`config.mk`:
```
export PLATFORM = sky130hd
export DESIGN_NAME = poly_voice_allocator
export DESIGN_NICKNAME = d
export VERILOG_FILES = /design/src/rtl/pva_pkg.sv /design/src/rtl/pva_div.sv /design/src/rtl/pva_ctrl.sv /design/src/rtl/pva_datapath.sv /design/src/rtl/poly_voice_allocator.sv
export VERILOG_INCLUDE_DIRS = /design/src /design/src/rtl
export SDC_FILE = /design/constraint.sdc
export NUM_CORES = 1
export LEC_CHECK = 0
export BUFFER_PORTS_ARGS = -buffer_cell sky130_fd_sc_hd__buf_2
export CAP_MARGIN = 20
export CELL_PAD_IN_SITES_DETAIL_PLACEMENT = 1
export CELL_PAD_IN_SITES_GLOBAL_PLACEMENT = 1
export CORE_ASPECT_RATIO = 1.2
export CORE_MARGIN = 1.5
export CORE_UTILIZATION = 40
export DETAILED_ROUTE_END_ITERATION = 8
export MAX_ROUTING_LAYER = met4
export PLACE_DENSITY_LB_ADDON = 0.08
export REMOVE_ABC_BUFFERS = 1
export SLEW_MARGIN = 0
export SYNTH_ARGS = -nofsm -noshare
export SYNTH_HDL_FRONTEND = slang
export SYNTH_SLANG_ARGS = --single-unit
```
`constraint.sdc`:
```
create_clock -name clk -period 2.64 [get_ports clk]
set_clock_uncertainty 0.1 [all_clocks]
set_input_delay 0.264 -clock clk [delete_from_list [all_inputs] [get_ports clk]]
set_output_delay 0.264 -clock clk [all_outputs]
set_load 0.02 [all_outputs]
```
`src/rtl/poly_voice_allocator_assert.svh`:
```
// ---------------------------------------------------------------------------
// Assertion macros for the voice allocator
// Clocked on clk; checks are disabled while arst_n is low.
// ---------------------------------------------------------------------------
`ifndef POLY_VOICE_ALLOCATOR_ASSERT_SVH
`define POLY_VOICE_ALLOCATOR_ASSERT_SVH

// Same-cycle implication.
`define PVA_ASSERT_NOW(lbl, ante, cons, msg) \
	lbl: assert property (@(posedge clk) disable iff (!arst_n) (ante) |-> (cons)) else $error(msg);

// Next-cycle implication.
`define PVA_ASSERT_NEXT(lbl, ante, cons, msg) \
	lbl: assert property (@(posedge clk) disable iff (!arst_n) (ante) |=> (cons)) else $error(msg);

`endif

```
`src/rtl/pva_pkg.sv`:
```
// ---------------------------------------------------------------------------
// pva_pkg
// Shared widths, controller states and command/status bundles.
// ---------------------------------------------------------------------------
package pva_pkg;

	localparam int NOTE_W    = 7;
	localparam int BEND_W    = 16;
	localparam int SLOPE_W   = 25;
	localparam int MASK_W    = 32;
	localparam int IDX_W     = 5;
	localparam int CNT_W     = 6;
	localparam int FRAC_SH   = 8;                 // Q16.0 dividend -> Q16.8 quotient
	localparam int QUO_W     = BEND_W + FRAC_SH;  // dividend / quotient width
	localparam int DIV_CNT_W = 5;                 // counts QUO_W steps

	typedef enum logic [2:0] {
		ST_IDLE,
		ST_DIVIDE,
		ST_COMMIT,
		ST_SCAN,
		ST_RESULT
	} pva_state_t;

	typedef struct packed {
		logic load;       // request accepted: capture fields, start work
		logic div_step;   // one quotient bit
		logic commit_on;  // claim a voice with the finished slope
		logic scan_step;  // test one voice for release
	} pva_cmd_t;

	typedef struct packed {
		logic div_last;
		logic scan_last;
	} pva_stat_t;

endpackage

```
`src/rtl/pva_div.sv`:
```
// ---------------------------------------------------------------------------
// pva_div
// Restoring unsigned divider, one quotient bit per step.
// ---------------------------------------------------------------------------
module pva_div (
	input  logic                       clk,
	input  logic                       arst_n,
	input  logic                       load,
	input  logic                       step,
	input  logic [pva_pkg::QUO_W-1:0]  dividend,
	input  logic [pva_pkg::BEND_W-1:0] divisor,
	output logic [pva_pkg::QUO_W-1:0]  quotient,
	output logic                       last
);

	localparam int QW = pva_pkg::QUO_W;
	localparam int BW = pva_pkg::BEND_W;
	localparam int CW = pva_pkg::DIV_CNT_W;

	logic [QW-1:0] quo_q;
	logic [BW-1:0] rem_q;
	logic [BW-1:0] dvs_q;
	logic [CW-1:0] cnt_q;
	logic [BW:0]   shifted;
	logic [BW+1:0] diff;
	logic          fits;

	assign shifted = {rem_q, quo_q[QW-1]};
	assign diff    = {1'b0, shifted} - {2'b00, dvs_q};
	assign fits    = !diff[BW+1];

	always_ff @(posedge clk or negedge arst_n) begin
		if (!arst_n) begin
			cnt_q <= '0;
		end else if (load) begin
			cnt_q <= '0;
		end else if (step) begin
			cnt_q <= cnt_q + CW'(1);
		end
	end

	always_ff @(posedge clk) begin
		if (load) begin
			quo_q <= dividend;
			rem_q <= '0;
			dvs_q <= divisor;
		end else if (step) begin
			// remainder stays below the divisor, so 16 bits hold it
			rem_q <= fits ? diff[BW-1:0] : shifted[BW-1:0];
			quo_q <= {quo_q[QW-2:0], fits};
		end
	end

	assign quotient = quo_q;
	assign last     = (cnt_q == CW'(QW - 1));

endmodule

```
`src/rtl/pva_ctrl.sv`:
```
// ---------------------------------------------------------------------------
// pva_ctrl
// Event sequencer: divide for note on, voice scan for note off.
// ---------------------------------------------------------------------------
module pva_ctrl (
	input  logic               clk,
	input  logic               arst_n,
	input  logic               in_valid,
	output logic               in_stall,
	input  logic               kind,
	output logic               out_valid,
	input  logic               out_stall,
	input  pva_pkg::pva_stat_t stat,
	output pva_pkg::pva_cmd_t  cmd
);

	pva_pkg::pva_state_t state_q;
	pva_pkg::pva_state_t state_d;
	logic                can_take;
	logic                take;

	// free when idle, or when the held result leaves this edge
	assign can_take = (state_q == pva_pkg::ST_IDLE) ||
	                  ((state_q == pva_pkg::ST_RESULT) && !out_stall);
	assign take     = in_valid && can_take;

	always_comb begin
		state_d = state_q;
		case (state_q)
			pva_pkg::ST_IDLE, pva_pkg::ST_RESULT: begin
				if (take) begin
					state_d = kind ? pva_pkg::ST_DIVIDE : pva_pkg::ST_SCAN;
				end else if (state_q == pva_pkg::ST_RESULT && !out_stall) begin
					state_d = pva_pkg::ST_IDLE;
				end
			end
			pva_pkg::ST_DIVIDE: begin
				if (stat.div_last) state_d = pva_pkg::ST_COMMIT;
			end
			pva_pkg::ST_COMMIT: state_d = pva_pkg::ST_RESULT;
			pva_pkg::ST_SCAN: begin
				if (stat.scan_last) state_d = pva_pkg::ST_RESULT;
			end
			default: state_d = pva_pkg::ST_IDLE;
		endcase
	end

	always_comb begin
		cmd           = '0;
		cmd.load      = take;
		cmd.div_step  = (state_q == pva_pkg::ST_DIVIDE);
		cmd.commit_on = (state_q == pva_pkg::ST_COMMIT);
		cmd.scan_step = (state_q == pva_pkg::ST_SCAN);
		in_stall      = !can_take;
		out_valid     = (state_q == pva_pkg::ST_RESULT);
	end

	always_ff @(posedge clk or negedge arst_n) begin
		if (!arst_n) begin
			state_q <= pva_pkg::ST_IDLE;
		end else begin
			state_q <= state_d;
		end
	end

endmodule

```
`src/rtl/pva_datapath.sv`:
```
// ---------------------------------------------------------------------------
// pva_datapath
// Voice table, slope divider, active count and result registers.
// ---------------------------------------------------------------------------
`include "poly_voice_allocator_assert.svh"

module pva_datapath #(
	parameter int VOICES = 8
) (
	input  logic                               clk,
	input  logic                               arst_n,
	input  pva_pkg::pva_cmd_t                  cmd,
	output pva_pkg::pva_stat_t                 stat,
	input  logic [pva_pkg::NOTE_W-1:0]         note,
	input  logic signed [pva_pkg::BEND_W-1:0]  bend_start,
	input  logic signed [pva_pkg::BEND_W-1:0]  bend_end,
	input  logic [pva_pkg::BEND_W-1:0]         bend_length,
	output logic [pva_pkg::IDX_W-1:0]          voice_index,
	output logic                               assigned,
	output logic                               stolen,
	output logic [pva_pkg::MASK_W-1:0]         released_mask,
	output logic [pva_pkg::CNT_W-1:0]          active_count,
	output logic signed [pva_pkg::SLOPE_W-1:0] bend_slope
);

	localparam int IW   = (VOICES > 1) ? $clog2(VOICES) : 1;
	localparam int IdxW = pva_pkg::IDX_W;
	localparam int NW   = pva_pkg::NOTE_W;
	localparam int BW   = pva_pkg::BEND_W;
	localparam int SW   = pva_pkg::SLOPE_W;
	localparam int QW   = pva_pkg::QUO_W;
	localparam int CW   = pva_pkg::CNT_W;
	localparam int FS   = pva_pkg::FRAC_SH;

	// voice table
	logic [VOICES-1:0]    active_q;
	logic [NW-1:0]        vnote_q  [VOICES];
	logic signed [SW-1:0] vslope_q [VOICES];
	logic [CW-1:0]        count_q;

	// event context
	logic [NW-1:0] note_q;
	logic          neg_q;
	logic [IW-1:0] scan_q;

	// results
	logic [IdxW-1:0]           idx_q;
	logic                      assigned_q;
	logic                      stolen_q;
	logic [pva_pkg::MASK_W-1:0] mask_q;
	logic signed [SW-1:0]      slope_q;

	logic signed [BW:0] diff;
	logic [BW-1:0]      mag;
	logic [BW-1:0]      divisor;
	logic [QW-1:0]      quotient;
	logic               div_last;
	logic [SW-1:0]      q_ext;
	logic signed [SW-1:0] slope_new;
	logic [IW-1:0]      pick;
	logic               found;
	logic               hit;
	logic [IdxW-1:0]    scan_ix;

	// |end - start| as a 16-bit magnitude plus sign
	assign diff    = {bend_end[BW-1], bend_end} - {bend_start[BW-1], bend_start};
	assign mag     = diff[BW] ? BW'(-diff) : diff[BW-1:0];
	assign divisor = (bend_length == '0) ? BW'(1) : bend_length;

	pva_div u_div (
		.clk      (clk),
		.arst_n   (arst_n),
		.load     (cmd.load),
		.step     (cmd.div_step),
		.dividend ({mag, {FS{1'b0}}}),
		.divisor  (divisor),
		.quotient (quotient),
		.last     (div_last)
	);

	assign q_ext     = {{(SW - QW){1'b0}}, quotient};
	assign slope_new = neg_q ? -$signed(q_ext) : $signed(q_ext);

	// lowest free voice, last voice when all are busy
	always_comb begin
		pick  = IW'(VOICES - 1);
		found = 1'b0;
		for (int i = VOICES - 1; i >= 0; i--) begin
			if (!active_q[i]) begin
				pick  = IW'(i);
				found = 1'b1;
			end
		end
	end

	assign hit     = active_q[scan_q] && (vnote_q[scan_q] == note_q);
	assign scan_ix = IdxW'(scan_q);

	assign stat.div_last  = div_last;
	assign stat.scan_last = (scan_q == IW'(VOICES - 1));

	always_ff @(posedge clk or negedge arst_n) begin
		if (!arst_n) begin
			active_q <= '0;
			count_q  <= '0;
			scan_q   <= '0;
			for (int i = 0; i < VOICES; i++) begin
				vnote_q[i]  <= '0;
				vslope_q[i] <= '0;
			end
		end else begin
			if (cmd.load) begin
				scan_q <= '0;
			end else if (cmd.scan_step) begin
				scan_q <= scan_q + IW'(1);
				if (hit) begin
					active_q[scan_q] <= 1'b0;
					vnote_q[scan_q]  <= '0;
					vslope_q[scan_q] <= '0;
					count_q          <= count_q - CW'(1);
				end
			end
			if (cmd.commit_on) begin
				active_q[pick] <= 1'b1;
				vnote_q[pick]  <= note_q;
				vslope_q[pick] <= slope_new;
				if (found) count_q <= count_q + CW'(1);
			end
		end
	end

	always_ff @(posedge clk) begin
		if (cmd.load) begin
			note_q     <= note;
			neg_q      <= diff[BW];
			idx_q      <= '0;
			assigned_q <= 1'b0;
			stolen_q   <= 1'b0;
			mask_q     <= '0;
			slope_q    <= '0;
		end else begin
			if (cmd.scan_step && hit) mask_q[scan_ix] <= 1'b1;
			if (cmd.commit_on) begin
				idx_q      <= IdxW'(pick);
				assigned_q <= 1'b1;
				stolen_q   <= !found;
				slope_q    <= slope_new;
			end
		end
	end

	assign voice_index   = idx_q;
	assign assigned      = assigned_q;
	assign stolen        = stolen_q;
	assign released_mask = mask_q;
	assign active_count  = count_q;
	assign bend_slope    = slope_q;

	`PVA_ASSERT_NOW(a_count_tracks, 1'b1, count_q == CW'($countones(active_q)), "active count drifted")
	`PVA_ASSERT_NEXT(a_claim_sets, cmd.commit_on, active_q[$past(pick)], "claimed voice not active")

	for (genvar g = 0; g < VOICES; g++) begin : g_chk
		`PVA_ASSERT_NOW(a_idle_clear, !active_q[g], vnote_q[g] == '0 && vslope_q[g] == '0, "free voice holds data")
	end

endmodule

```
`src/rtl/poly_voice_allocator.sv`:
```
// ---------------------------------------------------------------------------
// poly_voice_allocator
// Voice allocation with stealing for a bank of VOICES voices.
// ---------------------------------------------------------------------------
// Usage:
//   Input channel (in_valid / in_stall) carries one request: kind (1 note on,
//   0 note off), note, and the bend start, end and length. Output channel
//   (out_valid / out_stall) returns exactly one result per request.
//   Note on: lowest free voice is claimed, or the last voice is stolen when
//   all are busy; the slope (end-start)*256/length is found by a restoring
//   divider, one quotient bit a cycle, then written in a commit state.
//   out_valid rises once the request has passed ST_DIVIDE and ST_COMMIT.
//   Note off: voices are tested one per cycle in ST_SCAN; out_valid
//   rises once the last voice has been tested.
//   One request is in flight at a time. A waiting result is held stable while
//   out_stall is high; a new request is taken in the cycle the result leaves.
//   A note on runs through the divider and a note off through the voice
//   scan, each followed by the result state.
//   Reset (arst_n low) marks every voice free, clears stored notes, slopes
//   and the active count, and drops out_valid.
// ---------------------------------------------------------------------------
module poly_voice_allocator #(
	parameter int VOICES = 8
) (
	input  logic                               clk,
	input  logic                               arst_n,
	input  logic                               in_valid,
	output logic                               in_stall,
	input  logic                               kind,
	input  logic [pva_pkg::NOTE_W-1:0]         note,
	input  logic signed [pva_pkg::BEND_W-1:0]  bend_start,
	input  logic signed [pva_pkg::BEND_W-1:0]  bend_end,
	input  logic [pva_pkg::BEND_W-1:0]         bend_length,
	output logic                               out_valid,
	input  logic                               out_stall,
	output logic [pva_pkg::IDX_W-1:0]          voice_index,
	output logic                               assigned,
	output logic                               stolen,
	output logic [pva_pkg::MASK_W-1:0]         released_mask,
	output logic [pva_pkg::CNT_W-1:0]          active_count,
	output logic signed [pva_pkg::SLOPE_W-1:0] bend_slope
);

	// controller -> datapath commands, datapath -> controller status
	pva_pkg::pva_cmd_t  cmd;
	pva_pkg::pva_stat_t stat;

	pva_ctrl u_ctrl (
		.clk       (clk),
		.arst_n    (arst_n),
		.in_valid  (in_valid),
		.in_stall  (in_stall),
		.kind      (kind),
		.out_valid (out_valid),
		.out_stall (out_stall),
		.stat      (stat),
		.cmd       (cmd)
	);

	// voice table, divider and result registers
	pva_datapath #(
		.VOICES (VOICES)
	) u_dp (
		.clk           (clk),
		.arst_n        (arst_n),
		.cmd           (cmd),
		.stat          (stat),
		.note          (note),
		.bend_start    (bend_start),
		.bend_end      (bend_end),
		.bend_length   (bend_length),
		.voice_index   (voice_index),
		.assigned      (assigned),
		.stolen        (stolen),
		.released_mask (released_mask),
		.active_count  (active_count),
		.bend_slope    (bend_slope)
	);

endmodule

```
==> metrics <==
status complete, but fails checks; failing checks setup timing; Layout area overhead 35.6%; initial drt markers 465; WP depth 12; Yosys cell types 70; Tot GR Track Use 25.0%; delay-heaviest family, CP simple AND/OR/NAND/NOR gates; Row Count 63; router iterations before antenna repair 4; M1 wire length 13.5 mm; max incr delay on CP 0.50 ns; Final #Nets 1484; clock power share 16.9%; Detail Route Antenna Nets 0; n_diodes 0; most common cell after layout, fill and taps aside buf_4; via count 9211; register area share after synthesis 43.7%; drt total wl 31.9 mm; Met3 Wirelength 896 microns; most frequent cells in the layout buf_4 (164), nand2_1 (155), buf_2 (102); Slew @ Worst Pin 0.822 ns; DR top layer met4; largest fanout on the critical path 9; Sw Pwr 6.30 mW; share of power burned in combinational logic 51.2%; Synth Cell Area 0.0102 sq mm; initial core utilization 41.1%; Crit-path slowest cell mux4_2; final hold violations 0; final core utilization 55.7%; critical path cell sequence buf_12 > bufbuf_16 > nand2_1 > mux4_2 > o21ai_4 > xnor2_2 > nand4_1 > nor4_4 > buf_4 > and2_4 > nand3_4 > a22o_1; CTS tree built; CTS root buffer clkbuf_16; # port buffers 105; number of remaining DRC errors 0; CP Capture Type register; hold_ws 0.0479 ns; initial antenna violation count 0; DPL Wire Length 21.3 mm; GR Overflow Total 0; MaxCap Viol Count 0; first-pass GRT wire length 50.6 mm; Post-Place Setup Slack -0.585 ns; Cell Area, Placed 0.0120 sq mm; Synth warnings 0; clk_lat worst skew 0.45 ns; Reg area 0.00447 sq mm; Worst VDD drop 0.596 mV; post-synthesis instance total 1116; core area 0.0249 sq mm; crit path to u_dp.vnote_q[4]; Internal 8.56 mW; Synth Flop Type dfrtp_1; clock period minus worst slack 2.96 ns; Setup-failing EPs final 95; DIE WIDTH 149 microns; Reg2Reg Setup Slack -0.32 ns; fin. max-slew vios 0; multi-input logic area 0.00587 sq mm; data required time at the worst endpoint 2.87 ns; IO Count 132; Leakage Power 6.40 nW; largest net degree at the start of global routing 74; Num CTS Buffers 17; Via density 5.35; syn avg cell area 9.17 sq um; CP Launch Point u_dp.scan_q[2]; vias in the first global route 9675; final worst slack -0.322 ns; PwrDens 1070 mW/mm^2; drt wl/cell 18.5 microns; Crit Path Category register to register; sw frac 42.4%; worst-case reg-to-reg path depth 12; Filler cells 2833; flops & latches, synth 183; unrepaired setup endpoints after global routing true; gpl congestion 0.867; share of layout cells above drive strength 1 32.7%; crit path DAT 3.19 ns; reg2reg end u_dp.vnote_q[4]; CP startpoint kind register; slew margin rel. 45.2%; Chip Height 178 microns; Finished Cell Area 0.0139 sq mm; Hold Path Class input port to register; FMAX 338 MHz; H-tree levels 4; DR WL met2 16.8 mm; origin of the critical flop-to-flop path u_dp.scan_q[2]; Seq pwr share 31.9%; Clock Tree Buf Depth 2; ys async rst share 44.3%; Die Area 0.0266 sq mm; clk sinks 183; clock slew at reported path FFs 0.07 ns; Post-synth EDFFs 40; Buf/Inv on CP 3; Final period util 112%
==> cells by family after synthesis <==
family / synth area share, %
AOI/OAI and AO/OA: 17.7
xor gates and xnor gates: 6.07
adders and majority gates: 5.16
buffers and inverters: 6.42
DFF: 43.7
muxes: 4.08
other: 0.0366
and+or+nand+nor: 16.8
==> cell type report <==
cell class,count,area share (%)
timing repair buffer,312,17.0
inverter,55,1.52
multi-input combinational,814,42.3
clock inverter,15,0.955
sequential,183,32.2
tap,325,2.93
clock buffer,17,3.06
==> flip-flops by register name, indices dropped and copies added (netlist names) <==
| name | count |
|---|---|
| u_dp.u_div.dvs_q | 16 |
| u_dp.scan_q | 3 |
| u_dp.active_count | 6 |
| u_dp.u_div.quotient | 24 |
| u_dp.active_q | 8 |
| u_dp.u_div.rem_q | 16 |
| u_dp.bend_slope | 25 |
| u_dp.note_q | 7 |
| u_dp.assigned | 1 |
| u_dp.vnote_q | 56 |
| u_dp.voice_index | 3 |
| u_ctrl.state_q | 3 |
| u_dp.u_div.cnt_q | 5 |
| u_dp.released_mask | 8 |
| u_dp.neg_q | 1 |
| u_dp.stolen | 1 |
==> worst reg2reg max path, cell delays in order, from the launching register on <==
cell       delay [ns]
dfrtp_1          0.38
buf_12           0.15
bufbuf_16        0.26
nand2_1          0.05
mux4_2           0.50
o21ai_4          0.10
xnor2_2          0.14
nand4_1          0.17
nor4_4           0.30
buf_4            0.16
and2_4           0.18
nand3_4          0.13
a22o_1           0.24
==> power by group through the flow <==
stage	sequential (mW)	clock [mW]	combinational, mW
6_report	4.74	2.52	7.61
5_1_grt	4.85	2.67	8.34
4_1_cts	4.71	2.57	6.87
3_5_place_dp	4.71	0	6.28
3_3_place_gp	4.69	0	6.12
2_1_floorplan	4.94	0	3.53
==> how the worst min path moves through the flow <==
stage	end	slack, ns	start	depth (start not counted)
6_report	u_dp.u_div.dvs_q[0]	0.05	bend_length[0]	2
5_1_grt	u_dp.u_div.dvs_q[0]	0.04	bend_length[0]	2
4_1_cts	u_ctrl.state_q[1]	0.04	out_stall	4
3_5_place_dp	u_dp.active_count[4]	0.23	arst_n	1
3_3_place_gp	u_dp.active_count[3]	0.22	arst_n	1
2_1_floorplan	u_ctrl.state_q[0]	-0.13	arst_n	0
==> synthesized netlist by cell type, drive strengths merged, types with 4 or more instances <==
cell / instances / area [sq um]
nand3b: 4 / 30.0
and3: 10 / 62.6
o41ai: 4 / 35.0
mux2i: 17 / 170
nand3: 26 / 135
nor3: 11 / 55.1
and2: 7 / 45.1
or3: 6 / 37.5
mux4: 7 / 158
o21bai: 4 / 30.0
nand4: 5 / 31.3
clkbuf: 50 / 188
nor2b: 21 / 131
nor4: 9 / 83.8
a22o: 33 / 289
dfxtp: 62 / 1240
xnor2: 22 / 193
o21ai: 89 / 445
a21o: 18 / 135
mux2: 8 / 90.1
inv: 55 / 206
a221oi: 4 / 35.0
nand2b: 7 / 43.8
ha: 39 / 488
o211ai: 4 / 30.0
a21oi: 36 / 184
edfxtp: 40 / 1200
nor2: 89 / 334
o31ai: 9 / 67.6
dfrtp: 81 / 2030
xor2: 49 / 429
buf: 40 / 263
a22oi: 5 / 37.5
a31oi: 8 / 65.1
a211oi: 27 / 203
nand2: 165 / 619
==> stage by stage <==
stage	total power, mW	TNS [ns]	instances
after floorplan	8.47	-125.41	1051
after global placement	10.8	-25.72	1624
after detailed placement	11.0	-28.77	1624
after CTS	14.2	-13.15	1703
after global routing	15.9	-33.74	1721
final	14.9	-22.63	1721
==> what timing repair did <==
action | CTS | global route
pin swaps | 40 | 55
cloned | 3 | 4
endpoints found under the setup margin | 108 | 119
hold endpoints to repair | 68 | 0
hold buffers | 23 | 0
buffers inserted | 21 | 14
gates resized for setup | 100 | 103
==> routing by layer <==
metal | vias up | global-route usage [%]
li1 | 4409 | -
met1 | 4581 | 29.9
met2 | 173 | 43.4
met3 | 48 | 3.15
met4 | 0 | 8.04
met5 | - | -
No activity file was read; power rests on OpenSTA's default activity.
